### config.mk
export PLATFORM = sky130hd
export DESIGN_NAME = rdpr_back
export DESIGN_NICKNAME = d
export VERILOG_FILES = /design/src/hw/rtl/rdpr_pkg.sv /design/src/hw/rtl/rdpr_back.sv
export SDC_FILE = /design/constraint.sdc
export NUM_CORES = 1
export LEC_CHECK = 0
export BUFFER_PORTS_ARGS = -buffer_cell sky130_fd_sc_hd__buf_2
export CORE_MARGIN = 2
export CORE_UTILIZATION = 40
export CTS_BUF_LIST = sky130_fd_sc_hd__clkbuf_4 sky130_fd_sc_hd__clkbuf_8
export DETAILED_ROUTE_END_ITERATION = 6
export PLACE_DENSITY = 0.79
export SETUP_SLACK_MARGIN = 0.5
export SLEW_MARGIN = 0
export SYNTH_ARGS = -nofsm -noshare
export SYNTH_HDL_FRONTEND = slang
export SYNTH_SLANG_ARGS = --single-unit
### constraint.sdc
create_clock -name clk -period 3.2 [get_ports clk]
set_input_delay 0 -clock clk [delete_from_list [all_inputs] [get_ports clk]]
set_output_delay 0 -clock clk [all_outputs]
set_load 0.1 [all_outputs]
### src/hw/rtl/rdpr_pkg.sv
// Shared types, constants and codes for the remote debug packet receiver.
package rdpr_pkg;

    localparam int BUF_DEPTH_DEFAULT = 2048;
    localparam int QUEUE_DEPTH = 4;

    localparam logic [7:0] CH_START = 8'h24;
    localparam logic [7:0] CH_END   = 8'h23;
    localparam logic [7:0] CH_SEQ   = 8'h3A;
    localparam logic [7:0] CH_ACK   = 8'h2B;
    localparam logic [7:0] CH_NAK   = 8'h2D;

    localparam logic [1:0] KIND_TX   = 2'd0;
    localparam logic [1:0] KIND_DESC = 2'd1;
    localparam logic [1:0] KIND_READ = 2'd2;

    localparam logic [1:0] START_SEQ   = 2'd3;
    localparam logic [1:0] START_PLAIN = 2'd0;

    typedef struct packed {
        logic        operation;
        logic [7:0]  rx_byte;
        logic [10:0] read_index;
    } in_item_t;

    typedef struct packed {
        logic [1:0]  kind;
        logic [7:0]  tx_byte;
        logic [1:0]  payload_start;
        logic [11:0] payload_length;
        logic [7:0]  read_data;
        logic        last;
    } out_item_t;

    typedef enum logic [1:0] {
        CMD_READ = 2'd0,
        CMD_NAK  = 2'd1,
        CMD_ACK  = 2'd2
    } cmd_kind_t;

    typedef struct packed {
        cmd_kind_t   kind;
        logic        seq;
        logic [7:0]  b0;
        logic [7:0]  b1;
        logic [11:0] length;
        logic [7:0]  rdata;
    } cmd_t;

endpackage

### src/hw/rtl/rdpr_back.sv
// Back end: expand queued commands into result transfers through an output register.
module rdpr_back (
    input  logic                clk,
    input  logic                rst_n,
    input  logic                head_valid,
    input  rdpr_pkg::cmd_t      head_cmd,
    output logic                pop,
    output logic                out_valid,
    input  logic                out_ready,
    output rdpr_pkg::out_item_t out_item
);
    import rdpr_pkg::*;

    logic [1:0] step_reg, step_next;
    logic       out_valid_reg, out_valid_next;
    out_item_t  out_item_reg, out_item_next;
    out_item_t  res;
    logic       load;

    always_comb
    begin
        res = '0;
        case (head_cmd.kind)
            CMD_READ:
            begin
                res.kind      = KIND_READ;
                res.read_data = head_cmd.rdata;
                res.last      = 1'b1;
            end
            CMD_NAK:
            begin
                res.kind    = KIND_TX;
                res.tx_byte = CH_NAK;
                res.last    = 1'b1;
            end
            CMD_ACK:
            begin
                if (step_reg == 2'd0)
                begin
                    res.kind    = KIND_TX;
                    res.tx_byte = CH_ACK;
                end
                else if (head_cmd.seq && step_reg == 2'd1)
                begin
                    res.kind    = KIND_TX;
                    res.tx_byte = head_cmd.b0;
                end
                else if (head_cmd.seq && step_reg == 2'd2)
                begin
                    res.kind    = KIND_TX;
                    res.tx_byte = head_cmd.b1;
                end
                else
                begin
                    res.kind           = KIND_DESC;
                    res.payload_start  = head_cmd.seq ? START_SEQ : START_PLAIN;
                    res.payload_length = head_cmd.length;
                    res.last           = 1'b1;
                end
            end
            default:
            begin
                res.last = 1'b1;
            end
        endcase
    end

    assign load = head_valid && (!out_valid_reg || out_ready);
    assign pop  = load && res.last;

    always_comb
    begin
        step_next      = step_reg;
        out_item_next  = out_item_reg;
        out_valid_next = out_valid_reg && !out_ready;
        if (load)
        begin
            out_valid_next = 1'b1;
            out_item_next  = res;
            step_next      = res.last ? 2'd0 : step_reg + 2'd1;
        end
    end

    always_ff @(posedge clk or negedge rst_n)
    begin
        if (!rst_n)
        begin
            step_reg      <= '0;
            out_valid_reg <= 1'b0;
        end
        else
        begin
            step_reg      <= step_next;
            out_valid_reg <= out_valid_next;
        end
    end

    always_ff @(posedge clk)
    begin
        out_item_reg <= out_item_next;
    end

    assign out_valid = out_valid_reg;
    assign out_item  = out_item_reg;

endmodule

==> Word-level counts from Yosys, hierarchy flattened <==
Index checks and enable logic that the tools add are counted.
{ "classes": {"addsub": 1, "n_eq_ne": 4, "n_mux": 13, "bitwise": 1, "n_reduce_logical": 11} }
{ "op_table": {"columns": ["cell", "count"], "rows": [
  ["two-way mux 9 bit", 2],
  ["one-hot mux 8 bit (2 select lines)", 1],
  ["two-way mux 8 bit", 1],
  ["two-way mux 1 bit", 6],
  ["logical AND 1 bit", 5],
  ["equality test 2 x 1 -> 1 bit (second input constant)", 2],
  ["equality test 2 bit (second input constant)", 2],
  ["zero test 2 bit", 2],
  ["two-way mux 2 bit", 2],
  ["one-hot mux 2 bit (2 select lines)", 1],
  ["OR reduction 4 bit", 1],
  ["adder 2 x 1 -> 2 bit (second input constant)", 1],
  ["zero test 1 bit", 2],
  ["logical OR 1 bit", 1],
  ["inverter 1 bit", 1]
]} }
{ "word_totals": {"ff_bits": 36, "in_bits": 43, "output_inout_bits": 35} }

==> Longest topological paths before layout <==
{ "logic_depth": {"ltp_word": 7, "ltp_mapped": 6} }

==> Least setup slack after synthesis <==
Ideal clock, no wire load.
{ "synth_timing": {"path_type": "register to output", "start": "reg out_valid_reg (netlist: out_valid)", "end": "out pop", "t_arrival_ns": 2.765, "required_ns": 3.200, "path_slack_ns": 0.435, "path_stages_with_launch": 4, "n_path_buf": 0, "cell_sequence": "dfrtp_1 nand2b_1 and2_1 and2_1"} }
{ "synth_via": {"elab_chain_len": 4} }
{ "synth_rtl": {"columns": ["item", "line_no", "source"], "rows": [
  ["start, declared", "rdpr_back.sv:15", "logic out_valid_reg, out_valid_next;"],
  ["start signal, assigned", "rdpr_back.sv:94", "out_valid_reg <= out_valid_next;"],
  ["zero test 1 bit", "rdpr_back.sv:68", "assign load = head_valid && (!out_valid_reg || out_ready);"],
  ["logical OR 1 bit", "rdpr_back.sv:68", null],
  ["logical AND 1 bit", "rdpr_back.sv:68", null],
  ["named net load", "rdpr_back.sv:18", "logic load;"],
  ["logical AND 1 bit", "rdpr_back.sv:69", "assign pop = load && res.last;"],
  ["end, declared", "rdpr_back.sv:7", "output logic pop,"]
]} }
The timed path passes the listed nets, and every way through them passes these cells.

==> results.py <==
metrics = {
    "outcome": {
        "status": "finished, final reports clean",
    },
    "final_layout": {
        "syn_to_final_growth_pct": 37.60,
        "largest_reg_flops": 32,
        "fin_cells": 250,
        "nNetsFinal": 251,
        "drive_gt1_frac": 0.4208,
        "diodes": 0,
        "fillerInstances": 336,
    },
    "clock_tree": {
        "cts_sinks": 35,
        "cts_max_level": 2,
        "cts_buffers": 5,
        "clock_latency_ps": 270,
        "clockRootBuffer": "clkbuf_8",
        "path_clk_slew_ps": 60,
        "tritoncts": "built",
        "hold_buffers": 8,
        "cts.path.max_buffers": 2,
        "cts_setup_buffers": 0,
        "cts-resized-gates": 0,
    },
    "global_route": {
        "gr-total-overflow": 0,
        "grt_max_degree": 35,
        "grt_pass1_vias": 1066,
        "grt_first_pass_wirelength_um": 4471,
        "grt_antenna_before_repair": 0,
        "grt_usage": 0.1353,
    },
    "critical_path": {
        "cp.depth": 6,
        "cp-startpoint": "step_reg[1]",
        "crit_slowest_cell": "buf_2",
        "critPathMaxStageDelay_ps": 420,
        "worstReg2RegEnd": "out_item[15]",
        "cp.buffers_inverters": 2,
        "worstReg2RegStart": "step_reg[1]",
        "crit_end": "pop",
        "start_kind": "register",
        "cp-end-kind": "primary output",
        "r2r_cells": 5,
        "path_delay_family": "compound AO/OA/AOI/OAI gates",
        "path_max_fanout": 15,
        "path_cells": "inv_1 > ha_1 > o21a_1 > o21ai_1 > and2_1 > buf_2",
        "required_ps": 3200,
        "r2r_slack_ps": 1430,
        "critical_path_class": "reg -> out",
        "worst-endpoint-arrival_ps": 2110,
    },
    "detailed_routing": {
        "ant_nets": 0,
        "routedWlPerCell_um": 11.69,
        "vias": 1164,
        "wirelength_um": 2923,
        "drt_first_pass_iters": 4,
        "viasPerCell": 4.656,
        "drc": 0,
        "drt_iter0_drc": 50,
    },
    "sta": {
        "worst_slew_pin_slew_ps": 738.4,
        "slew_headroom": 0.5077,
        "finalSetupViolations": 0,
        "min_period_over_period": 0.6594,
        "hold_violations": 0,
        "max_freq_mhz": 473.9,
        "period_needed_ps": 2110,
        "rsz0062_at_grt": "no",
        "finalMaxSlewViolations": 0,
        "tns_ps": 0,
        "skew_ps": 2.444,
    },
    "logic_synthesis": {
        "ys_warn_count": 0,
        "ys_ff_latch": 35,
        "synth_top_area_share": 0.6224,
        "syn_avg_cell_area_sq_um": 13.54,
        "postSynthCellCount": 114,
        "seq_area_frac_synth": 0.6710,
        "yosys.area.top_type": "edfxtp_1",
        "ys_top_cells_by_area": "edfxtp_1 62%, and2_1 9.3%, dfrtp_1 4.9%",
        "netlist_area_sq_um": 1544,
        "ys_types": 24,
        "synthesis.nets": 163,
    },
    "floorplanning": {
        "start_util": 0.4186,
        "dieArea_sq_um": 4373,
        "core_area_sq_um": 3689,
        "std_cell_rows": 22,
        "pin_count": 78,
        "die_width_um": 66.13,
        "die_y_um": 66.13,
    },
    "hold_path": {
        "hp-class": "in -> reg",
    },
    "pwr": {
        "powerDensity_nw_per_um2": 536.3,
        "leakagePower_uw": 0.0009371,
        "ir_worst_vdd_uv": 408.3,
    },
    "place": {
        "dp_cells": 235,
        "io_buffers": 77,
        "dp_hpwl_um": 2137,
        "place_congestion": 0.6946,
    },
    "run": {
        "max_cap_violations": 0,
    },
}
-- cells in the mapped netlist, drive strengths merged --
cell     n
o21bai   1
nand4b   1
dfrtp    3
nand2b   2
nor2     1
nor3b    1
o21a     1
nand3    7
a21oi    5
a31oi    3
o22ai    1
and4b    1
ha       6
o21ai    5
nand2    8
nand3b   2
buf      3
inv      4
edfxtp  32
and3b    3
clkbuf   1
and2    23
-- per-layer routing --
layer  global-route usage  wire (um)  vias up
met5                    0          0        -
li1                     -          -      583
met1               0.1682       1246      528
met2               0.2313       1440       53
met4              0.02296          0        0
met3              0.04600        237        0
-- layout make-up --
cell class | count | area [sq um] | area share
multi-input cells | 71 | 470.5 | 0.2214
clock inverters | 2 | 8.758 | 0.004122
inverters | 4 | 15.01 | 0.007067
well taps | 48 | 60.06 | 0.02827
repair buffers | 85 | 465.4 | 0.2191
clock buffers | 5 | 68.82 | 0.03239
flip-flops and latches | 35 | 1036 | 0.4876
-- how the worst min path moves through the flow --
stage / end / cells past startpoint / from
final: out_item[5] / 2 / head_cmd[4]
after global routing: out_item[12] / 2 / head_cmd[11]
after floorplan: out_valid / 0 / rst_n
after CTS: out_item[5] / 2 / head_cmd[4]
after detailed placement: out_valid / 1 / rst_n
after global placement: out_valid / 1 / rst_n
-- layout by cell type (no fill, tap or decap), types with 4 or more instances in the layout --
cell and count:
buf_2 77, edfxtp_1 32, and2_1 22, nand2_1 8, dlygate4sd3_1 8, nand3_1 7
ha_1 6, a21oi_1 5, clkbuf_8 5, inv_1 4, o21ai_1 4
-- power by group --
part           switching, uW  total, uW  internal [uW]
Combinational            251        320           69.0
Clock                    137        282            144
Sequential              6.58        537            531
-- metrics by stage --
stage | worst slack, ps | util | total power, uW | cell area, sq um | hold slack [ps]
global placement | 1391 | 0.5332 | 858.4 | 1967 | -203.2
floorplan | 791.4 | - | 800.9 | 1545 | -295.6
CTS | 1068 | 0.5760 | 1152 | 2125 | 0.04206
global route | 936.9 | 0.5760 | 1192 | 2125 | 0.2030
detailed placement | 1382 | 0.5332 | 860.4 | 1967 | -202.3
finish | 1090 | 0.5760 | 1139 | 2125 | 6.410
-- kinds of logic (layout without fill, tap and decap cells) --
group                    count (synthesis)  in the layout  synth area share
AND/OR/NAND/NOR                         49             49            0.1969
flip-flops                              35             35            0.6710
AO/OA/AOI/OAI                           16             16           0.05835
buffers and inverters                    8             96           0.02511
adder cells (fa/ha/maj)                  6              6           0.04862
Power figures use the tool's default switching activity.
