`config.mk`:
```
export PLATFORM = sky130hd
export DESIGN_NAME = rdpr_queue
export DESIGN_NICKNAME = d
export VERILOG_FILES = /design/src/hw/rtl/rdpr_pkg.sv /design/src/hw/rtl/rdpr_queue.sv
export SDC_FILE = /design/constraint.sdc
export NUM_CORES = 1
export LEC_CHECK = 0
export BUFFER_PORTS_ARGS = -buffer_cell sky130_fd_sc_hd__buf_2
export CAP_MARGIN = 20
export CELL_PAD_IN_SITES_DETAIL_PLACEMENT = 2
export CELL_PAD_IN_SITES_GLOBAL_PLACEMENT = 2
export CORE_MARGIN = 1
export CORE_UTILIZATION = 40
export DETAILED_ROUTE_END_ITERATION = 16
export GPL_TIMING_DRIVEN = 0
export PLACE_DENSITY = 0.83
export SLEW_MARGIN = 40
export SYNTH_ARGS = -nofsm -noshare
export SYNTH_HDL_FRONTEND = slang
export SYNTH_SLANG_ARGS = --single-unit
```
`constraint.sdc`:
```
create_clock -name clk -period 2.1 [get_ports clk]
set_input_delay 0.105 -clock clk [delete_from_list [all_inputs] [get_ports clk]]
set_output_delay 0.105 -clock clk [all_outputs]
set_load 0.01 [all_outputs]
```
`src/hw/rtl/rdpr_pkg.sv`:
```
// Shared types, constants and codes for the remote debug packet receiver.
package rdpr_pkg;

    localparam int BUF_DEPTH_DEFAULT = 2048;
    localparam int QUEUE_DEPTH = 4;

    localparam logic [7:0] CH_START = 8'h24;
    localparam logic [7:0] CH_END   = 8'h23;
    localparam logic [7:0] CH_SEQ   = 8'h3A;
    localparam logic [7:0] CH_ACK   = 8'h2B;
    localparam logic [7:0] CH_NAK   = 8'h2D;

    localparam logic [1:0] KIND_TX   = 2'd0;
    localparam logic [1:0] KIND_DESC = 2'd1;
    localparam logic [1:0] KIND_READ = 2'd2;

    localparam logic [1:0] START_SEQ   = 2'd3;
    localparam logic [1:0] START_PLAIN = 2'd0;

    typedef struct packed {
        logic        operation;
        logic [7:0]  rx_byte;
        logic [10:0] read_index;
    } in_item_t;

    typedef struct packed {
        logic [1:0]  kind;
        logic [7:0]  tx_byte;
        logic [1:0]  payload_start;
        logic [11:0] payload_length;
        logic [7:0]  read_data;
        logic        last;
    } out_item_t;

    typedef enum logic [1:0] {
        CMD_READ = 2'd0,
        CMD_NAK  = 2'd1,
        CMD_ACK  = 2'd2
    } cmd_kind_t;

    typedef struct packed {
        cmd_kind_t   kind;
        logic        seq;
        logic [7:0]  b0;
        logic [7:0]  b1;
        logic [11:0] length;
        logic [7:0]  rdata;
    } cmd_t;

endpackage

```
`src/hw/rtl/rdpr_queue.sv`:
```
// Short command queue between the front end and the back end.
module rdpr_queue (
    input  logic           clk,
    input  logic           rst_n,
    input  logic           push,
    input  rdpr_pkg::cmd_t push_cmd,
    output logic           full,
    input  logic           pop,
    output logic           head_valid,
    output rdpr_pkg::cmd_t head_cmd
);
    import rdpr_pkg::*;

    localparam int PW = $clog2(QUEUE_DEPTH);
    localparam int NW = $clog2(QUEUE_DEPTH + 1);

    cmd_t          slot_reg [QUEUE_DEPTH];
    logic [PW-1:0] wr_ptr_reg, wr_ptr_next;
    logic [PW-1:0] rd_ptr_reg, rd_ptr_next;
    logic [NW-1:0] fill_reg, fill_next;

    assign full       = (fill_reg == NW'(QUEUE_DEPTH));
    assign head_valid = (fill_reg != '0);
    assign head_cmd   = slot_reg[rd_ptr_reg];

    always_comb
    begin
        wr_ptr_next = push ? wr_ptr_reg + PW'(1) : wr_ptr_reg;
        rd_ptr_next = pop ? rd_ptr_reg + PW'(1) : rd_ptr_reg;
        fill_next   = fill_reg + NW'(push) - NW'(pop);
    end

    always_ff @(posedge clk or negedge rst_n)
    begin
        if (!rst_n)
        begin
            wr_ptr_reg <= '0;
            rd_ptr_reg <= '0;
            fill_reg   <= '0;
        end
        else
        begin
            wr_ptr_reg <= wr_ptr_next;
            rd_ptr_reg <= rd_ptr_next;
            fill_reg   <= fill_next;
        end
    end

    always_ff @(posedge clk)
    begin
        if (push)
        begin
            slot_reg[wr_ptr_reg] <= push_cmd;
        end
    end

endmodule

```
* Word level (Yosys, flattened, before mapping)
Memory sizes are Yosys's and may differ from the RTL's. Cells that the tools add are included.
Word-level totals: memories kept 1, logic and storage cells 12, memory bits (writable) 156, register bits 7, bits of input ports 43
Operators by class: $add $sub $neg 4, equal/unequal tests 1, muxes and demuxes 2, reductions and logical operators 1
Memory list:
- slot_reg | words 4, bits a word 39, read ports 1, clocked after Yosys merged registers in 0, wr ports 1, line rdpr_queue.sv:17 | cmd_t slot_reg [QUEUE_DEPTH];
Operators by type and width (count):
- adder 2 x 1 -> 2 bit, second input constant | 2
- adder 3 x 1 -> 3 bit | 1
- equality test 3 bit, second input constant | 1
- nonzero test 3 bit | 1
- subtractor 3 x 1 -> 3 bit | 1
- 2-to-1 mux 1 bit | 2

* Logic depth before layout (Yosys ltp)
Gate-level depths: netlist of the first run.
depth in word-level cells 2, depth in mapped cells 6, gate-level depth less buffers 6

* Worst setup path after synthesis of the first run
Ideal clock, no wire load.
path type register -> register, start point reg wr_ptr_reg[0], end point mem slot_reg[0][0] (netlist bit), enable pin, required time 1.700 ns, arrival 1.567 ns, setup slack 0.133 ns, stages on the path, launching flop included 4, library setup time 0.400 ns, path through dfrtp_1 inv_1 ha_1 and2_1
RTL lines:
- from (decl) | line rdpr_queue.sv:18 | logic [PW-1:0] wr_ptr_reg, wr_ptr_next;
- from (signal assigned) | line rdpr_queue.sv:43 | wr_ptr_reg <= wr_ptr_next;
- to (decl) | line rdpr_queue.sv:17
Straight into the memory's write port.

==> parameters.txt, run 1 <==
Parameter                              Value

Setup path
  Req. time, crit path ... 2000 ps
  RR Endpoint ... slot_reg[2][1]
  Worst setup path startpoint ... rd_ptr_reg[0]
  Reg2Reg Depth ... 4
  R2R Path Start ... wr_ptr_reg[0]
  R2r setup slk ... approximately 500 ps
  Crit path capture type ... output pin
  Worst endpoint data arrival time ... 1770 ps
  Category of the worst setup path launch point ... register
  Critical Setup Path Class ... reg -> out
  CP max FO ... 10

Floorplan
  Area of the placeable core ... 0.0146 sq mm
  Cell Rows ... 44
  Chip height ... 125 um
  I/O pin cnt ... 84
  Initial Util ... 41.4%
  Total Die Area ... 0.0157 sq mm
  Horizontal die dimension ... approximately 130 um

Clocking
  Clock transition at the registers of the reported paths ... 60 ps
  TritonCTS clock tree ... done
  H-tree levels ... 4
  Root buffer cell ... sky130_fd_sc_hd__clkbuf_16
  Clock network latency to the later pin of the worst-skew pair ... 420 ps
  # clock sinks ... around 160
  Number of buffers created by CTS ... 17
  Number of buffers inserted by post-CTS setup repair ... 0
  Worst-case clock buffer depth ... 2

Route
  Length of the first detailed-routing pass in iterations ... 6
  Routed wire length ... 12600 um
  Via count ... between 2000 and 3000
  Final ANT Viol Nets ... 0
  DRC marker count from the first detailed-route iteration ... 140
  Vias per Instance ... approximately 5.0
  Post-detailed-route DRC marker count ... 0
  Routed WL per cell ... 21.6 um

Power
  Sw Share ... 28.3%
  Leakage power of the design ... between 2 and 3 nW
  Power share of the combinational group ... around 30%
  Switching Power ... 3.04 mW
  IR Drop Worst-Case VDD ... approximately 0.64 mV
  Clock power frac ... around 28%
  P per Cell Area ... 1380 mW/mm^2
  Sequential group share of total power ... 41.5%
  Int Power ... approximately 7.7 mW

Timing
  Tightest hold margin ... 46.5 ps
  Period utilization ... 89.5%
  Final Max Tran Viols ... 0
  Unrepaired setup endpoints after global routing ... no
  Slew at the pin with the worst max-slew slack ... 328 ps
  Finish-stage setup viols ... 0
  Final setup margin ... 221 ps
  Time the worst path needs with I/O delays and setup ... about 1900 ps
  Count of final hold-check violations ... 0
  Worst-case headroom to the max-slew limit ... 78.1%
  Max Clock Freq ... 532 MHz
  TNS Setup ... 0 ps
  Skew final ... 11.3 ps

Layout
  Synthesis-to-layout area growth ... 28.5%
  Number of nets in the finished design ... roughly 440
  Commonest non-fill, non-tap cell in the layout ... sky130_fd_sc_hd__edfxtp_1
  Layout cell share with drive strength beyond 1 ... a little over two fifths
  Post-route standard cell area excluding fillers ... 0.00779 sq mm
  Ant. Diodes ... 0
  Leading cell types in the layout, fill and taps excluded ... sky130_fd_sc_hd__edfxtp_1 (156), sky130_fd_sc_hd__buf_2 (87), sky130_fd_sc_hd__dlygate4sd3_1 (42)
  Max reg flops ... around 160

Synth
  Register area share after synthesis ... between 80% and 90%
  Post-synthesis cell type count ... 17
  Post-Synthesis Mean Instance Area ... 25.5 sq um
  Netlist area before placement ... 0.00606 sq mm
  Syn_nets ... ~290
  Synthesized netlist cell count ... 238
  Yosys warns ... 0
  Number of storage elements in the synthesis netlist ... approximately 160

Placement
  Pre-CTS WS ... 469 ps
  Final Wtd Congestion ... ~0.67
  Detailed placement HPWL ... 7810 um
  Number of I/O port buffers ... 83
  DP Area ... around 0.007 sq mm

Flow run
  Max-cap violation count ... 0

GRT
  Remaining global-route overflow ... 0
  Pin count of the biggest net entering global routing ... 25
  GRT Overall Usage ... 17.8%
  Initial antenna violation count ... 0
  First-pass GRT wire length ... 19800 um
  Number of global-route vias before repair ... about 3400

Outcome
  Result of the run ... complete, no violations

Min path
  Worst min-delay path category ... in -> async
## cell usage after synthesis, drive strengths merged
| master | number | share of area, % |
|---|---|---|
| and2 | 4 | 0.41 |
| and3 | 1 | 0.10 |
| buf | 9 | 1.8 |
| dfrtp | 7 | 2.9 |
| edfxtp | 156 | 77 |
| fa | 1 | 0.33 |
| ha | 6 | 1.2 |
| inv | 6 | 0.37 |
| mux4 | 39 | 15 |
| nand2 | 2 | 0.12 |
| o21ai | 1 | 0.082 |
| or3 | 1 | 0.10 |
| xnor2 | 2 | 0.29 |
| xor2 | 3 | 0.43 |
## layer usage
metal,vias to the layer above,share of wire (%),track usage (%)
li1,1296,-,-
met2,66,56,32.0
met4,0,1.2,7.10
met3,12,2.8,3.89
met5,-,0,0
met1,1544,40,20.7
## metrics by stage
stage | utilization [%] | power [mW] | std cells
finish | 53.2 | 10.7 | 582
global route | 53.2 | 11.3 | 582
CTS | 53.2 | 10.9 | 582
detailed placement | 46.4 | 7.78 | 509
global placement | 45.8 | 7.54 | 505
floorplan | - | 6.52 | 238
## layout make-up
| type | count | area [sq um] |
|---|---|---|
| Timing Repair Buffer | 129 | 916 |
| Clock buffer | 18 | 429 |
| Multi-Input combinational cell | 60 | 1080 |
| Fill cell | 1289 | 6850 |
| Buffer | 9 | 111 |
| Clock inverter | 13 | 143 |
| Sequential cell | 163 | 4860 |
| Inverter | 6 | 22.5 |
| Tap cell | 184 | 230 |
## worst max-delay path: stages, from the launching register on
cell and delay, ps:
sky130_fd_sc_hd__dfrtp_1 340, sky130_fd_sc_hd__buf_6 160, sky130_fd_sc_hd__buf_12 160, sky130_fd_sc_hd__mux4_2 530
sky130_fd_sc_hd__buf_2 160
## worst max path at each step
| stage | to | slack, ps | cells after the start |
|---|---|---|---|
| after global placement | slot_reg[0][6] | -670 | 3 |
| after floorplan | slot_reg[0][0] | 130 | 3 |
| after detailed placement | slot_reg[2][33] | 470 | 4 |
| after global routing | head_cmd[7] | 140 | 4 |
| after CTS | head_cmd[20] | 180 | 4 |
| final | head_cmd[15] | 220 | 4 |
## power groups by stage
stage	Combinational (mW)	Sequential (mW)	Clock, mW
2_1_floorplan	2.06	4.45	0
3_3_place_gp	3.04	4.50	0
3_5_place_dp	3.25	4.53	0
4_1_cts	3.35	4.47	3.12
5_1_grt	3.51	4.51	3.23
6_report	3.23	4.45	3.04
## logic make-up (layout without fill, tap and decap cells)
family,count (synthesis),count (layout),share of synthesized area [%]
flip-flops,163,163,80.1
AO/OA/AOI/OAI,1,1,0.0824
multiplexers,39,39,14.5
adder cells (fa/ha/maj),7,7,1.57
AND/OR/NAND/NOR,8,8,0.743
buffers and inverters,15,175,2.21
XOR/XNOR,5,5,0.722
## timing repair
action / in CTS / in global routing
hold endpoints to repair: 165 / 0
resized for setup: 0 / 0
hold buffers: 42 / 0
Note: power is estimated with default switching activity, not from simulation.
==> inputs of run 2 (changes only) <==
- PLACE_DENSITY: 0.83 -> unset
- PLACE_DENSITY_LB_ADDON: unset -> 0.1
==> parameters.txt, run 2 (synthesis results as in run 1) <==
Parameter                              Value

Outcome
  Result of the run ... complete, no violations

Floorplan
  Initial Util ... 41.4% (unchanged)
  Total Die Area ... 0.0157 sq mm (unchanged)
  Area of the placeable core ... 0.0146 sq mm (unchanged)
  I/O pin cnt ... 84 (unchanged)
  Cell Rows ... 44 (unchanged)
  Horizontal die dimension ... 125 um (unchanged)
  Chip height ... 125 um (unchanged)

Layout
  Core utilization of the finished layout ... 53.3% (+0.11 points)
  Commonest non-fill, non-tap cell in the layout ... sky130_fd_sc_hd__edfxtp_1
  Max reg flops ... 156 (unchanged)
  Number of nets in the finished design ... 435 (-0.23%)
  Layout cell share with drive strength beyond 1 ... 41.2% (-0.50 points)
  Ant. Diodes ... 0 (unchanged)
  Synthesis-to-layout area growth ... 28.8%
  Leading cell types in the layout, fill and taps excluded ... sky130_fd_sc_hd__edfxtp_1 (156), sky130_fd_sc_hd__buf_2 (87), sky130_fd_sc_hd__dlygate4sd3_1 (41)

Placement
  Number of I/O port buffers ... 83 (unchanged)
  Detailed placement HPWL ... 7830 um (+0.16%)
  Pre-CTS WS ... 485 ps (+16.3 ps)
  Final Wtd Congestion ... 0.711 (+6.0%)

GRT
  Pin count of the biggest net entering global routing ... 25 (unchanged)
  Layer carrying the most global-route usage ... met2
  GR Layer Usage met2 ... 33.0% (+1.0 points)
  Number of global-route vias before repair ... 3353 (-2.8%)
  Remaining global-route overflow ... 0 (unchanged)
  Met1 GRT Util ... 20.2% (-0.45 points)
  GRT Overall Usage ... 18.0% (+0.26 points)
  First-pass GRT wire length ... 19900 um (+0.42%)
  Met3 usage in global routing ... 4.41% (+0.51 points)
  Initial antenna violation count ... 0 (unchanged)

Setup path
  R2r setup slk ... 490 ps (about the same)
  Worst endpoint data arrival time ... 1780 ps (about the same)
  Critical Path Max Stage Delay ... 530 ps (about the same)
  Critical Setup Path Class ... reg -> out
  Kind of cell adding the most delay to the critical path ... multiplexers
  CP max FO ... 10 (unchanged)
  Req. time, crit path ... 2000 ps (about the same)
  Crit path capture type ... output pin
  CP max stage cell ... sky130_fd_sc_hd__mux4_2
  Worst setup path startpoint ... rd_ptr_reg[0]
  CP Buf/Inv Count ... 3 (unchanged)
  Category of the worst setup path launch point ... register
  R2R Path Start ... wr_ptr_reg[0]
  List of cells traversed by the critical path ... buf_6 -> buf_12 -> mux4_2 -> buf_2

Clocking
  Number of buffers inserted by post-CTS setup repair ... 0 (unchanged)
  TritonCTS clock tree ... done
  # clock sinks ... 163 (unchanged)
  H-tree levels ... 4 (unchanged)
  Clock network latency to the later pin of the worst-skew pair ... 420 ps (about the same)
  Number of buffers created by CTS ... 17 (unchanged)
  Resized Gates After CTS ... 0 (unchanged)
  Clock transition at the registers of the reported paths ... 60 ps (about the same)
  Worst-case clock buffer depth ... 2 (unchanged)
  Root buffer cell ... sky130_fd_sc_hd__clkbuf_16

Route
  Routed wire length ... 12800 um (+1.7%)
  Vias per Instance ... 4.98 (-0.75%)
  DRC marker count from the first detailed-route iteration ... 121 (-14%)
  Routed WL per cell ... 22.0 um (+1.7%)
  Length of the first detailed-routing pass in iterations ... 6 (unchanged)
  Final ANT Viol Nets ... 0 (unchanged)
  Via count ... 2896 (-0.75%)
  Post-detailed-route DRC marker count ... 0 (unchanged)

Timing
  Slew at the pin with the worst max-slew slack ... 339 ps (+11.2 ps)
  Finish-stage setup viols ... 0 (unchanged)
  Count of final hold-check violations ... 0 (unchanged)
  Unrepaired setup endpoints after global routing ... no
  Final setup margin ... 215 ps (-6.19 ps)
  Time the worst path needs with I/O delays and setup ... 1880 ps (+6.19 ps)
  Final Max Tran Viols ... 0 (unchanged)
  Period utilization ... 89.8% (+0.29 points)
  Worst-case headroom to the max-slew limit ... 77.4% (-0.75 points)
  Max Clock Freq ... 531 MHz (-0.33%)
  Skew final ... 11.8 ps (+0.531 ps)

Min path
  Worst min-delay path category ... in -> reg
  Hold Startpoint ... push

Power
  Leakage power of the design ... 2.78 nW (about the same)
  IR Drop Worst-Case VDD ... 0.763 mV (+20%)
  P per Cell Area ... 1390 mW/mm^2 (+0.87%)

Flow run
  Max-cap violation count ... 0 (unchanged)
-- run 2: area by class of cell --
type / instances / area [sq um]
flip-flops and latches: 163 / 4860
fillers: 1250 / 6840
clock buffers: 19 / 433
well taps: 184 / 230
repair buffers: 128 / 906
inverters: 6 / 22.5
plain buffers: 9 / 111
multi-input cells: 60 / 1080
clock inverters: 13 / 165
-- run 2: path summary, 6_finish.rpt --
check                                        to  depth (start not counted)
worst min register to register    wr_ptr_reg[0]                          1
max in group asynchronous           fill_reg[1]                          2
worst max register to register  slot_reg[2][17]                          4
min in group asynchronous           fill_reg[2]                          2
worst max-delay path               head_cmd[25]                          4
worst min-delay path              wr_ptr_reg[0]                          2
-- run 2: worst register-to-register path, cell delays in order (launching register included) --
cell,delay [ps]
sky130_fd_sc_hd__dfrtp_1,430
sky130_fd_sc_hd__inv_1,110
sky130_fd_sc_hd__ha_1,160
sky130_fd_sc_hd__and2_4,360
sky130_fd_sc_hd__buf_12,240
-- run 2: stage by stage --
step	std cells	power, mW	setup TNS, ps	cell area [sq um]	hold slack [ps]
floorplan	238	6.52	0	6060	-191
global placement	505	7.57	-103610	6710	-47.4
detailed placement	509	7.77	0	6800	-43.7
CTS	582	11.0	0	7810	0.178
global route	582	11.4	0	7810	37.5
finish	582	10.8	0	7810	1.04
-- run 2: layer usage --
metal	wire (um)	vias up
met4	188	0
met3	385	11
met1	5220	1531
met5	0	-
li1	-	1295
met2	7020	59
-- run 2: repair_timing --
action	CTS	global route
hold buffers	41	0
endpoints found under the hold margin	165	0
setup endpoints to repair	0	0
-- run 2: power breakdown --
part / switching [mW] / internal, mW / total [mW]
Sequential: 0.192 / 4.27 / 4.46
Combinational: 1.65 / 1.58 / 3.23
Clock: 1.19 / 1.97 / 3.15
Total: 3.03 / 7.81 / 10.8
==> inputs of run 3 (changes only) <==
--- a/config.mk
+++ b/config.mk
@@ -12,4 +12,5 @@
 export CORE_MARGIN = 1
 export CORE_UTILIZATION = 40
+export CTS_CLUSTER_SIZE = 24
 export DETAILED_ROUTE_END_ITERATION = 16
 export GPL_TIMING_DRIVEN = 0
==> constraint.sdc (replaced) <==
create_clock -name clk -period 2.1 [get_ports clk]
set_input_delay 0.21 -clock clk [delete_from_list [all_inputs] [get_ports clk]]
set_output_delay 0.21 -clock clk [all_outputs]
set_load 0.01 [all_outputs]
==> parameters.txt, run 3 (synthesis results as in run 1) <==
Parameter                              Value

Floorplan
  Total Die Area ... 0.0157 sq mm (unchanged)
  Initial Util ... 41.4% (unchanged)
  I/O pin cnt ... 84 (unchanged)
  Cell Rows ... 44 (unchanged)
  Area of the placeable core ... 0.0146 sq mm (unchanged)
  Horizontal die dimension ... 125 um (unchanged)
  Chip height ... 125 um (unchanged)

Timing
  Final setup margin ... 106 ps (-109 ps)
  Unrepaired setup endpoints after global routing ... no
  Final Max Tran Viols ... 0 (unchanged)
  Finish-stage setup viols ... 0 (unchanged)
  Count of final hold-check violations ... 0 (unchanged)
  Tightest hold margin ... 13.6 ps (+12.6 ps)
  Skew final ... 8.63 ps (-3.21 ps)
  Worst-case headroom to the max-slew limit ... 78.5% (+1.1 points)
  Period utilization ... 94.9% (+5.2 points)
  Slew at the pin with the worst max-slew slack ... 323 ps (-16.5 ps)
  Max Clock Freq ... 502 MHz (-5.5%)
  Time the worst path needs with I/O delays and setup ... 1990 ps (+109 ps)

Setup path
  R2R Path Start ... wr_ptr_reg[0]
  Critical Setup Path Class ... reg -> out
  Crit path capture type ... output pin
  Worst setup path startpoint ... rd_ptr_reg[0]
  Worst endpoint data arrival time ... 1780 ps (about the same)
  CP max FO ... 10 (unchanged)
  Req. time, crit path ... 1890 ps (-110 ps)
  Category of the worst setup path launch point ... register

Layout
  Layout cell share with drive strength beyond 1 ... 43.6% (+2.4 points)
  Number of nets in the finished design ... 413 (-5.1%)
  Fillers ... 1263 (+1.0%)
  Post-route standard cell area excluding fillers ... 0.00759 sq mm (-2.8%)
  Synthesis-to-layout area growth ... 25.2%
  Max reg flops ... 156 (unchanged)
  FF/Latch Area ... 0.00486 sq mm (unchanged)
  Commonest non-fill, non-tap cell in the layout ... sky130_fd_sc_hd__edfxtp_1
  Area taken by multi-input logic gates ... 0.00108 sq mm (unchanged)
  Leading cell types in the layout, fill and taps excluded ... sky130_fd_sc_hd__edfxtp_1 (156), sky130_fd_sc_hd__buf_2 (87), sky130_fd_sc_hd__mux4_2 (38)

Flow run
  Max-cap violation count ... 0 (unchanged)

Route
  Routed wire length ... 12400 um (-3.3%)
  Routed WL per cell ... 22.1 um (+0.35%)
  Via count ... 2816 (-2.8%)
  Vias per Instance ... 5.02 (+0.88%)
  Post-detailed-route DRC marker count ... 0 (unchanged)
  Length of the first detailed-routing pass in iterations ... 6 (unchanged)
  DRC marker count from the first detailed-route iteration ... 104 (-14%)
  Final ANT Viol Nets ... 0 (unchanged)

Clocking
  Number of buffers created by CTS ... 17 (unchanged)
  Number of buffers inserted by post-CTS setup repair ... 0 (unchanged)
  Root buffer cell ... sky130_fd_sc_hd__clkbuf_16
  TritonCTS clock tree ... done
  Worst-case clock buffer depth ... 2 (unchanged)
  H-tree levels ... 4 (unchanged)
  Resized Gates After CTS ... 0 (unchanged)
  Clock network latency to the later pin of the worst-skew pair ... 420 ps (about the same)
  # clock sinks ... 163 (unchanged)
  Clock transition at the registers of the reported paths ... 60 ps (about the same)

GRT
  Initial antenna violation count ... 1 (+1)
  Remaining global-route overflow ... 0 (unchanged)
  GRT Overall Usage ... 17.4% (-0.64 points)
  Pin count of the biggest net entering global routing ... 25 (unchanged)
  Number of global-route vias before repair ... 3261 (-2.7%)
  First-pass GRT wire length ... 19100 um (-3.8%)

Placement
  Number of I/O port buffers ... 83 (unchanged)
  Pre-CTS WS ... 485 ps (unchanged)
  Final Wtd Congestion ... 0.711 (unchanged)
  DP Area ... 0.00680 sq mm (unchanged)
  Detailed placement HPWL ... 7830 um (unchanged)

Min path
  Worst min-delay path category ... in -> reg
  Hold Startpoint ... push_cmd[36]

Power
  Leakage power of the design ... 2.68 nW (-3.3%)
  Final Power ... 10.8 mW (-0.65%)
  IR Drop Worst-Case VDD ... 0.801 mV (+5.0%)
  P per Cell Area ... 1420 mW/mm^2 (+2.2%)

Outcome
  Result of the run ... complete, no violations
## run 3: cell count changes in the layout (fill, tap and decap cells not counted), sizes merged
cell	before	now
diode	0	1
dlygate4sd3	41	19
## run 3: where the power goes
group / switching (mW) / internal [mW] / leakage (nW)
Sequential: 0.186 / 4.27 / 1.51
Combinational: 1.64 / 1.55 / 0.882
Clock: 1.16 / 1.96 / 0.287
Total: 2.99 / 7.78 / 2.68
## run 3: layout make-up
cell class | count | share of cell area, %
Inverter | 6 | 0.297
Multi-Input combinational cell | 60 | 14.2
Buffer | 9 | 1.47
Clock buffer | 19 | 5.70
Tap cell | 184 | 3.03
Antenna cell | 1 | 0.0330
Clock inverter | 13 | 2.18
Timing Repair Buffer | 106 | 9.03
Sequential cell | 163 | 64.0
## run 3: worst paths after layout
kind	to	slack [ps]	cells past startpoint
min	slot_reg[3][36]	10	1
max in group asynchronous	fill_reg[1]	1780	2
min in group asynchronous	fill_reg[2]	160	2
max	head_cmd[25]	110	4
max reg2reg	slot_reg[2][33]	510	4
min reg2reg	wr_ptr_reg[0]	550	1
## run 3: metal layers
layer  GRT usage, %  wire length [um]
met1           19.1              4990
met2           31.3              6740
met4           7.68               214
met3           4.88               455
met5              0                 0
## run 3: per-stage QoR
stage	util, %	instances	TNS, ps
final	51.8	561	0
after global routing	51.8	561	0
after CTS	51.8	560	0
after detailed placement	46.4	509	0
after global placement	45.8	505	-103610
after floorplan	-	238	0
## run 3: repair_timing
item                       in CTS  in global routing
hold endpoints to repair       79                  0
hold buffers                   19                  0
setup endpoints to repair       0                  0
## run 3: critical path: stages (launching register included)
cell and delay [ps]:
sky130_fd_sc_hd__dfrtp_1 340, sky130_fd_sc_hd__buf_6 160, sky130_fd_sc_hd__buf_12 170, sky130_fd_sc_hd__mux4_2 540, sky130_fd_sc_hd__buf_2 160
